==> config.mk <==
export PLATFORM = sky130hd
export DESIGN_NAME = nmea_sentence_field_extractor_unit
export DESIGN_NICKNAME = d
export VERILOG_FILES = /design/src/rtl/nsfe_pkg.sv /design/src/rtl/nmea_sentence_field_extractor_unit.sv /design/src/rtl/nsfe_step.sv /design/src/rtl/nsfe_out_queue.sv
export SDC_FILE = /design/constraint.sdc
export NUM_CORES = 1
export LEC_CHECK = 0
export BUFFER_PORTS_ARGS = -buffer_cell sky130_fd_sc_hd__buf_2
export CORE_UTILIZATION = 59
export CTS_CLUSTER_SIZE = 30
export DETAILED_ROUTE_END_ITERATION = 8
export PLACE_DENSITY = 0.81
export SYNTH_ARGS = -nofsm -noshare
export SYNTH_HDL_FRONTEND = slang
export SYNTH_SLANG_ARGS = --single-unit
==> constraint.sdc <==
create_clock -name clk -period 4.7 [get_ports clk]
set_clock_uncertainty 0.2 [all_clocks]
set_input_delay 0.47 -clock clk [delete_from_list [all_inputs] [get_ports clk]]
set_output_delay 0.47 -clock clk [all_outputs]
set_load 0.02 [all_outputs]
==> src/rtl/nsfe_pkg.sv <==
`timescale 1ns / 1ps
// ----------------------------------------------------------------------------
// nsfe_pkg
// Shared types, constants and lookup functions of the NMEA sentence field
// extractor.
// ----------------------------------------------------------------------------
package nsfe_pkg;

  // Longest field that is passed on; later characters of a field are dropped
  localparam int MaxFieldChars = 16;
  localparam int OffW          = $clog2(MaxFieldChars + 1);

  localparam int ByteW  = 8;
  localparam int FieldW = 4;
  localparam int HdrW   = 3;
  localparam int KindW  = 2;

  // Header positions
  localparam logic [HdrW-1:0] HdrTagLen = 3'd6;  // characters in a tag
  localparam logic [HdrW-1:0] HdrSatLen = 3'd7;  // header length saturation

  localparam logic [FieldW-1:0] FieldMax = 4'd15;

  localparam logic [ByteW-1:0] CharComma = 8'h2C;

  // Sentence kinds
  typedef enum logic [KindW-1:0] {
    KIND_RMC    = 2'd0,
    KIND_GGA    = 2'd1,
    KIND_VTG    = 2'd2,
    KIND_UNUSED = 2'd3
  } kind_t;

  // Result kinds
  localparam logic ITEM_CHAR = 1'b0;
  localparam logic ITEM_END  = 1'b1;

  localparam int ResultsPerByte = 2;
  localparam int QueueDepth     = 4;
  localparam int QPtrW          = $clog2(QueueDepth);
  localparam int QCntW          = $clog2(QueueDepth + 1);

  // Per-sentence state
  typedef struct packed {
    logic [FieldW-1:0] comma_count;
    logic [OffW-1:0]   offset_in_field;
    logic [HdrW-1:0]   header_length;
    logic              header_still_matches;
    logic              drop_seen;
  } sent_state_t;

  // One result item
  typedef struct packed {
    logic              item_kind;
    logic [FieldW-1:0] field_number;
    logic [3:0]        char_offset;
    logic [ByteW-1:0]  field_byte;
    logic              accepted;
    logic              overflowed;
    logic              last_of_run;
  } result_t;

  // Expected tag character at a header position (0..5)
  function automatic logic [ByteW-1:0] tag_char(input kind_t kind,
                                                input logic [HdrW-1:0] pos);
    logic [ByteW-1:0] c;
    c = 8'h00;
    unique case (pos)
      3'd0: c = 8'h24;  // '$'
      3'd1: c = 8'h47;  // 'G'
      3'd2: c = 8'h50;  // 'P'
      3'd3: begin
        unique case (kind)
          KIND_RMC: c = 8'h52;  // 'R'
          KIND_GGA: c = 8'h47;  // 'G'
          KIND_VTG: c = 8'h56;  // 'V'
          default:  c = 8'h00;
        endcase
      end
      3'd4: begin
        unique case (kind)
          KIND_RMC: c = 8'h4D;  // 'M'
          KIND_GGA: c = 8'h47;  // 'G'
          KIND_VTG: c = 8'h54;  // 'T'
          default:  c = 8'h00;
        endcase
      end
      3'd5: begin
        unique case (kind)
          KIND_RMC: c = 8'h43;  // 'C'
          KIND_GGA: c = 8'h41;  // 'A'
          KIND_VTG: c = 8'h47;  // 'G'
          default:  c = 8'h00;
        endcase
      end
      default: c = 8'h00;
    endcase
    return c;
  endfunction

  // Fields passed on for each sentence kind
  function automatic logic field_mapped(input kind_t kind,
                                        input logic [FieldW-1:0] field);
    logic [15:0] map;
    map = 16'h0000;
    unique case (kind)
      KIND_RMC: map = 16'h03FE;  // fields 1-9
      KIND_GGA: map = 16'h0BFE;  // fields 1-9 and 11
      KIND_VTG: map = 16'h00AA;  // fields 1, 3, 5, 7
      default:  map = 16'h0000;
    endcase
    return map[field];
  endfunction

endpackage

==> src/rtl/nmea_sentence_field_extractor_unit.sv <==
`timescale 1ns / 1ps
// ----------------------------------------------------------------------------
// nmea_sentence_field_extractor_unit
// Streams NMEA sentence bytes in and emits tagged field characters plus an
// end-of-sentence marker carrying header acceptance and overflow status.
// ----------------------------------------------------------------------------
// One sentence byte is taken per cycle while in_tready is high. Bytes before the
// first comma form the header, checked as a prefix of the selected tag ($GPRMC,
// $GPGGA or $GPVTG); an empty header matches, and sentence kind 3 never matches.
// Each non-comma byte of a mapped field (RMC 1-9, GGA 1-9 and 11, VTG 1, 3, 5,
// 7) comes out with its field number (saturating at 15) and its offset within
// the field; characters at offset 16 and beyond are dropped and flagged. The
// byte with in_tlast set also yields an end marker (out_tuser high) that reports
// acceptance and overflow, and the per-sentence state starts over. Rate: the
// byte logic is a single pass from the state registers into a four-entry result
// queue, so one byte is accepted every cycle while each byte makes at most one
// result and out_tready stays high; a final byte that makes both a field
// character and the end marker is absorbed by the queue. in_tready drops only
// while the queue holds more than two results. Throughput is bounded by the
// single result per cycle leaving the queue. Write sentence_kind through
// cfg_wr_en/cfg_wr_data only between sentences with no results pending.
// ----------------------------------------------------------------------------
module nmea_sentence_field_extractor_unit (
  input  logic        clk,
  input  logic        rst_n,
  // Configuration: sentence_kind (0 RMC, 1 GGA, 2 VTG)
  input  logic        cfg_wr_en,
  input  logic [1:0]  cfg_wr_data,
  // Byte stream in
  input  logic        in_tvalid,
  output logic        in_tready,
  input  logic [7:0]  in_tdata,   // [7:0] in_byte
  input  logic        in_tlast,   // end_of_sentence
  // Result stream out
  output logic        out_tvalid,
  input  logic        out_tready,
  output logic [23:0] out_tdata,  // [3:0] field_number, [7:4] char_offset,
                                  // [15:8] field_byte, [16] accepted,
                                  // [17] overflowed, [23:18] zero
  output logic        out_tuser,  // item_kind: 0 field character, 1 end marker
  output logic        out_tlast   // last_of_run
);
  import nsfe_pkg::*;

  kind_t       kind_r;
  sent_state_t state_r;
  sent_state_t state_nxt;
  result_t     step_res [ResultsPerByte];
  logic [1:0]  step_cnt;
  logic [1:0]  push_cnt;
  logic        in_xfer;
  logic        room_ok;
  result_t     head;

  assign in_tready = room_ok;
  assign in_xfer   = in_tvalid && room_ok;

  // Hold sentence kind; the user writes it only while idle (not enforced by the block)
  always_ff @(posedge clk) begin
    if (!rst_n) begin
      kind_r <= KIND_RMC;
    end else if (cfg_wr_en) begin
      kind_r <= kind_t'(cfg_wr_data);
    end
  end

  nsfe_step u_step (
    .kind    (kind_r),
    .cur     (state_r),
    .in_char (in_tdata),
    .eos     (in_tlast),
    .nxt     (state_nxt),
    .res     (step_res),
    .res_cnt (step_cnt)
  );

  // Advance the per-sentence state on each input transfer
  always_ff @(posedge clk) begin
    if (!rst_n) begin
      state_r                      <= '0;
      state_r.header_still_matches <= 1'b1;
    end else if (in_xfer) begin
      state_r <= state_nxt;
    end
  end

  assign push_cnt = in_xfer ? step_cnt : 2'd0;

  nsfe_out_queue u_queue (
    .clk        (clk),
    .rst_n      (rst_n),
    .push_res   (step_res),
    .push_cnt   (push_cnt),
    .room_ok    (room_ok),
    .head_valid (out_tvalid),
    .head       (head),
    .pop        (out_tready)
  );

  assign out_tdata = {6'd0, head.overflowed, head.accepted, head.field_byte,
                      head.char_offset, head.field_number};
  assign out_tuser = head.item_kind;
  assign out_tlast = head.last_of_run;

endmodule

==> src/rtl/nsfe_step.sv <==
`timescale 1ns / 1ps
// ----------------------------------------------------------------------------
// nsfe_step
// Next-state and result logic for one sentence byte.
// ----------------------------------------------------------------------------
module nsfe_step (
  input  nsfe_pkg::kind_t                     kind,
  input  nsfe_pkg::sent_state_t               cur,
  input  logic [nsfe_pkg::ByteW-1:0]          in_char,
  input  logic                                eos,
  output nsfe_pkg::sent_state_t               nxt,
  output nsfe_pkg::result_t                   res [nsfe_pkg::ResultsPerByte],
  output logic [1:0]                          res_cnt
);
  import nsfe_pkg::*;

  logic    is_comma;
  logic    in_header;
  logic    mapped;
  logic    room;
  logic    char_hit;
  logic    tag_ok;
  result_t char_res;
  result_t end_res;
  sent_state_t upd;

  assign is_comma  = (in_char == CharComma);
  assign in_header = (cur.comma_count == '0);
  assign mapped    = field_mapped(kind, cur.comma_count);
  assign room      = (cur.offset_in_field < OffW'(MaxFieldChars));
  assign char_hit  = !is_comma && !in_header && room && mapped;

  // Kind 3 has no tag; position 6 must see the tag terminator
  always_comb begin
    if (cur.header_length < HdrTagLen) begin
      tag_ok = (kind != KIND_UNUSED) && (in_char == tag_char(kind, cur.header_length));
    end else if (cur.header_length == HdrTagLen) begin
      tag_ok = (in_char == 8'h00);
    end else begin
      tag_ok = 1'b1;
    end
  end

  always_comb begin
    upd = cur;
    if (is_comma) begin
      if (cur.comma_count != FieldMax) begin
        upd.comma_count = cur.comma_count + 4'd1;
      end
      upd.offset_in_field = '0;
    end else if (in_header) begin
      if (!tag_ok) begin
        upd.header_still_matches = 1'b0;
      end
      if (cur.header_length != HdrSatLen) begin
        upd.header_length = cur.header_length + 3'd1;
      end
    end else if (room) begin
      upd.offset_in_field = cur.offset_in_field + OffW'(1);
    end else if (mapped) begin
      upd.drop_seen = 1'b1;
    end
  end

  always_comb begin
    char_res              = '0;
    char_res.item_kind    = ITEM_CHAR;
    char_res.field_number = cur.comma_count;
    char_res.char_offset  = cur.offset_in_field[3:0];
    char_res.field_byte   = in_char;
    char_res.last_of_run  = !eos;

    end_res             = '0;
    end_res.item_kind   = ITEM_END;
    end_res.accepted    = upd.header_still_matches && (kind != KIND_UNUSED);
    end_res.overflowed  = upd.drop_seen;
    end_res.last_of_run = 1'b1;
  end

  always_comb begin
    res[0]  = char_hit ? char_res : end_res;
    res[1]  = end_res;
    res_cnt = {1'b0, char_hit} + {1'b0, eos};
    // End of sentence returns the per-sentence state to reset values
    if (eos) begin
      nxt                      = '0;
      nxt.header_still_matches = 1'b1;
    end else begin
      nxt = upd;
    end
  end

endmodule

==> src/rtl/nsfe_out_queue.sv <==
`timescale 1ns / 1ps
// ----------------------------------------------------------------------------
// nsfe_out_queue
// Small result queue: takes up to two results a cycle, hands out one.
// ----------------------------------------------------------------------------
module nsfe_out_queue (
  input  logic                                clk,
  input  logic                                rst_n,
  input  nsfe_pkg::result_t                   push_res [nsfe_pkg::ResultsPerByte],
  input  logic [1:0]                          push_cnt,
  output logic                                room_ok,
  output logic                                head_valid,
  output nsfe_pkg::result_t                   head,
  input  logic                                pop
);
  import nsfe_pkg::*;

  result_t          mem_r [QueueDepth];
  logic [QPtrW-1:0] wr_ptr_r, wr_ptr_nxt;
  logic [QPtrW-1:0] rd_ptr_r, rd_ptr_nxt;
  logic [QCntW-1:0] count_r,  count_nxt;
  logic             do_pop;

  assign head_valid = (count_r != '0);
  assign head       = mem_r[rd_ptr_r];
  assign do_pop     = pop && head_valid;
  // Accept a byte only when both of its possible results fit
  assign room_ok    = (count_r <= QCntW'(QueueDepth - ResultsPerByte));

  always_comb begin
    wr_ptr_nxt = wr_ptr_r + QPtrW'(push_cnt);
    rd_ptr_nxt = rd_ptr_r + QPtrW'(do_pop);
    count_nxt  = count_r + QCntW'(push_cnt) - QCntW'(do_pop);
  end

  always_ff @(posedge clk) begin
    if (push_cnt != 2'd0) begin
      mem_r[wr_ptr_r] <= push_res[0];
    end
    if (push_cnt == 2'd2) begin
      mem_r[wr_ptr_r + QPtrW'(1)] <= push_res[1];
    end
  end

  always_ff @(posedge clk) begin
    if (!rst_n) begin
      wr_ptr_r <= '0;
      rd_ptr_r <= '0;
      count_r  <= '0;
    end else begin
      wr_ptr_r <= wr_ptr_nxt;
      rd_ptr_r <= rd_ptr_nxt;
      count_r  <= count_nxt;
    end
  end

endmodule

**Word-level counts from Yosys, hierarchy flattened**

Memories as Yosys holds them, arrays and structs flattened. A register that Yosys moved wholly into a read port is not among the register bits.
Cells that the tools add are included.

- $add $sub $neg: 9
- Order comparisons: 4
- Equality and inequality tests: 16
- Muxes and demuxes: 30
- Reductions and logical operators: 24

Operators with widths:

| kind | count |
|---|---|
| $pmux 7 s3 | 3 |
| $pmux 8 s6 | 1 |
| $pmux 12 s3 | 1 |
| $mux 20 | 1 |
| $mux 5 | 4 |
| $mux 14 | 1 |
| $mux 4 | 3 |
| $mux 1 | 11 |
| $reduce_bool 2->1 | 5 |
| $eq 3x3->1 const B | 3 |
| $eq 8x6->1 const B | 1 |
| $eq 8x8->1 | 1 |
| $logic_not 8->1 | 1 |
| $mux 8 | 1 |
| $logic_and 1x1->1 | 7 |
| $eq 3x2->1 const B | 2 |
| $reduce_and 3->1 | 2 |
| $reduce_bool 3->1 | 2 |
| $add 5x1->5 const B | 1 |
| $lt 4x5->1 const B | 1 |
| $lt 5x5->1 const B | 1 |
| $add 4x1->4 const B | 1 |
| $bmux 1 s4 | 1 |
| $eq 2x2->1 const B | 2 |
| 22 further kinds | 26 |

- Register bits: 23
- Memory bits (writable): 80
- Input bits: 16
- Output and inout port bits: 28
- Memories: 1

Memories:

| memory | words | bits a word | rd ports | clocked after Yosys merged registers in | write ports | line | RTL |
|---|---|---|---|---|---|---|---|
| u_queue.mem_r | 4 | 20 | 1 | 1 | 2 | nsfe_out_queue.sv:18 | `result_t mem_r [QueueDepth];` |

**Depth between registers and ports, before layout**

- Depth in word-level cells: 12
- Gate-level depth with buffers: 15
- Mapped depth without buffers: 14

**Hierarchy**

From an unflattened synthesis, not the netlist that was laid out.

- Cells, all modules: 485
- Area total of the unflattened synthesis: 6359.8 um^2

By module, submodules not included:

| module | times used | cells each | area each (um^2) | sequential area each (um^2) |
|---|---|---|---|---|
| nsfe_out_queue | 1 | 239 | 4475.5 | 2542.4 |
| nsfe_step | 1 | 166 | 1157.4 | 0.0 |
| nmea_sentence_field_extractor_unit | 1 | 80 | 726.9 | 320.3 |

**Worst setup path before layout**

OpenSTA, ideal clock, no wires.

- Kind: input to register
- Start: in in_tdata[1]
- End: mem u_queue.mem_r[2][1] (netlist name) (enable)
- Library setup time: 296 ps
- Data arrival time: 2997 ps
- Required time: 4204 ps
- Slack: 1207 ps
- Stages: 11
- Path through: or4_4 or3_1 and3_4 buf_6 ha_1 nor2b_1 nand2_1 o21ai_0 nand2_1 clkbuf_1 inv_1

RTL lines:

| item | line | RTL |
|---|---|---|
| start, declared | nmea_sentence_field_extractor_unit.sv:32 | `input logic [7:0] in_tdata,` |
| end, declared | nsfe_out_queue.sv:18 |  |

==> impl_summary.md <==
Status
The run finished with clean final reports.

STA
Setup repair after global routing left no endpoint under its margin. Setup violations remaining at the end of the flow were counted as 0. The period utilization is 81.1%. The worst pin sits at a relative slew slack of 34.0%.

The post-route setup TNS is 0 ns. Across all setup checks in the final design, the least slack found is 0.887 ns. Timing would allow up to 262 MHz. For the finished layout, the period the worst path requires is 3.81 ns. The worst hold slack after final layout is 0.166 ns. At the pin with the least slew margin, the transition time is approximately 0.99 ns. The hold violation count in the final report is 0. The number of max-slew violations in the final report is 0.

Routing
The ratio of routed vias to standard cells is 6.22. In this run, the number of DRC markers left after iteration 0 of detailed routing was 375. The residual antenna-violating net count after detailed routing is 0. For this run, design rule violations remaining after detail routing come to 0. The final wirelength is 10.7 mm.

The count of TritonRoute iterations in the first routing pass is 5. The total number of vias is approximately 3600. The average detailed-routed wire length per instance is roughly 18 µm.

Setup path
Data on the critical path arrives at its endpoint at 3.68 ns. The end of the worst register-to-register path is u_queue.mem_r[2][2]. The worst setup path is captured at a flop. The worst setup path is launched from a flop. Across all register-to-register paths, the minimum setup slack is 0.89 ns. The top fanout value on the critical path is 17. In this run the critical register-to-register path is launched from kind_r[1]. STA puts the critical path data required time at 4.57 ns. The critical path is of the flop to flop type. The number of cell instances on the worst register-to-register path is 12.

Synthesis
The distinct cell type count of the synthesized netlist is 61. A synthesized cell averages 10.7 µm². For this run, the leading register cell type out of synthesis is dfxtp_1. For this run, asynchronously set or reset flops after synthesis account for 0%. The synthesis warning total is 0. The sequential share of the synthesized area is a little over two fifths.

The gate count after technology mapping is about 460. In this run, synthesis produced a sequential element count of 103. The cell area after synthesis is 4890 µm². The count of flip-flops with a built-in enable after synthesis is 8.

GRT
The number of global-route vias before repair is 3467. The first global-routing pass estimated approximately 18 mm of wire. The remaining global-route overflow is 0. The number of antenna violations at the first check in global routing is 0. The largest net degree at the start of global routing is 22.

For this run, the total global-route usage over all layers was measured as 26.5%.

Placed design
The final HPWL from detailed placement is 7.30 mm. The placement-stage cell area is ~5000 µm². The post-placement setup slack is about 0.75 ns.

The placed instance count is 567. The congestion estimate from routability-driven global placement came to roughly 0.84. The number of buffers inserted by port buffering is 37.

CTS
The H-tree generated during clock tree synthesis spans 3 levels. TritonCTS built the clock tree. Counting every sink on the clock net gives roughly 100. The count of cells resized by post-cts repair is 0. The root buffer cell chosen for the clock tree is clkbuf_8. The maximum number of buffers from clock root to sink is 2. The number of setup buffers added after CTS is 0. The number of buffers inserted during clock tree synthesis is 9. In this run, post-CTS hold repair placed 0 buffers. The clock insertion delay at the later pin of the skew report is around 0.36 ns. Clock-pin slew was measured on the worst setup and hold paths at approximately 0.09 ns.

Power
The post-layout total power is 1.92 mW. The power per standard cell area is around 370 nW/µm². Summed over all cells, the static leakage comes to 2.14 nW.

The worst voltage drop across the vdd grid is 0.386 mV.

Worst hold path
In this run the most critical hold path is launched from cfg_wr_data[1]. The worst hold path was traced through 3 stages. The tightest min-delay check is of the primary input to flop type. For hold timing, the worst endpoint is kind_r[1].

Floorplan
The die covers 8660 µm². The total area inside the core boundary comes to 7890 µm². Measured along the y axis, the die boundary spans 93.1 µm. For this configuration, the core starts out at a cell density of 62.0%. The floorplan has 32 rows. between 40 and 50 I/O pins were placed. The die width is 93.1 µm.

Layout
The most common cell after layout, fill and taps aside is dfxtp_1. The storage element area is 2140 µm². The final net count is 514. The antenna diode count is 0. The fraction of final layout cells with drive strength greater than 1 is 17.3%. In the layout the commonest cells are 95 x dfxtp_1, 64 x a22o_1, 37 x buf_2.

The layout overhead on the synthesized area is 6.75%. The final design instance area without fill is 5220 µm². The final instance count without filler cells is 583.

The filler cells instantiated in the layout total 599. Cells fill 66.2% of the core in the end. In the final layout, the multi-input gates occupy 2460 µm².

Run
The tool flagged a number of max-cap violations equal to 0.
## worst max-delay path: stages (launching register included)
cell	delay, ns
dfxtp_1	0.40
inv_1	0.10
ha_1	0.25
o21bai_1	0.26
nor3_1	0.09
o31a_1	0.33
and3_4	0.20
ha_1	0.37
nor2b_1	0.28
nand2_1	0.19
o21ai_0	0.20
nand2_1	0.42
inv_1	0.24
## synth_stat cells, types with 2 or more instances
master | number | area (µm²)
a211oi_1 | 2 | 15.0
a21boi_0 | 4 | 30.0
a21o_1 | 2 | 15.0
a21oi_1 | 13 | 65.1
a22o_1 | 64 | 561
a31oi_1 | 2 | 12.5
a41oi_1 | 2 | 17.5
and2_1 | 10 | 62.6
and3_1 | 6 | 37.5
buf_2 | 4 | 20.0
buf_4 | 6 | 45.0
buf_6 | 5 | 56.3
clkbuf_1 | 23 | 86.3
dfxtp_1 | 95 | 1900
edfxtp_1 | 8 | 240
ha_1 | 21 | 263
inv_1 | 22 | 82.6
mux2i_1 | 3 | 30.0
mux4_2 | 20 | 450
nand2_1 | 21 | 78.8
nand2b_1 | 7 | 43.8
nand3_1 | 5 | 25.0
nand4_1 | 4 | 25.0
nor2_1 | 31 | 116
nor2b_1 | 5 | 31.3
nor3_1 | 5 | 25.0
nor3b_1 | 2 | 15.0
nor4_1 | 2 | 12.5
o21ai_0 | 9 | 45.0
o21bai_1 | 2 | 15.0
o221ai_1 | 2 | 17.5
o22ai_1 | 3 | 18.8
o311ai_0 | 2 | 17.5
o31a_1 | 2 | 17.5
o32a_1 | 3 | 30.0
or3_1 | 5 | 31.3
xnor2_1 | 2 | 17.5
xor2_1 | 12 | 105
## state kept, by name (all words and copies together) (netlist names)
name / flops
kind_r: 2
state_r: 14
u_queue.count_r: 3
u_queue.mem_r: 80
u_queue.rd_ptr_r: 2
u_queue.wr_ptr_r: 2
## cell type report
type | count | share of cell area [%]
Clock buffer | 11 | 2.90
Multi-Input combinational cell | 299 | 47.1
Clock inverter | 5 | 0.839
Timing Repair Buffer | 41 | 4.12
Sequential cell | 103 | 41.0
Tap cell | 102 | 2.44
Inverter | 22 | 1.58
## routing by layer
layer  track usage, %  routed length (µm)  up-vias  part of all wire (%)
met1             35.9                4800     1772                    45
met3             5.93                 637        4                   6.0
met2             43.1                5210      132                    49
li1                 -                   -     1716                     -
met5                0                   0        -                     0
met4             6.28                  42        0                  0.39
## worst max path at each step
stage	slack, ns	startpoint	cells past startpoint	end
2_1_floorplan	1.21	in_tdata[1]	11	u_queue.mem_r[2][1]
3_3_place_gp	0.85	in_tdata[1]	10	u_queue.mem_r[2][1]
3_5_place_dp	0.75	in_tdata[1]	10	u_queue.mem_r[2][1]
4_1_cts	0.92	kind_r[1]	12	u_queue.mem_r[2][2]
5_1_grt	0.58	kind_r[1]	12	u_queue.mem_r[2][2]
6_report	0.89	kind_r[1]	12	u_queue.mem_r[2][2]
## cells by family (layout without fill, tap and decap cells)
| family | Yosys count | count (layout) | share of synthesized area [%] |
|---|---|---|---|
| AOI/OAI and AO/OA | 123 | 123 | 19.8 |
| xor gates and xnor gates | 14 | 14 | 2.51 |
| adders and majority gates | 22 | 22 | 5.78 |
| buffers and inverters | 62 | 79 | 6.32 |
| and+or+nand+nor | 111 | 111 | 11.9 |
| muxes | 23 | 23 | 9.82 |
| other | 1 | 6 | 0.0767 |
| DFF | 103 | 103 | 43.8 |
## where the power goes
part	internal, mW	switching [mW]	total (mW)	leakage (nW)
registers	0.922	0.0458	0.968	0.850
clock network	0.232	0.315	0.547	0.103
logic	0.171	0.237	0.407	1.19
Note: power is estimated with default switching activity, not from simulation.
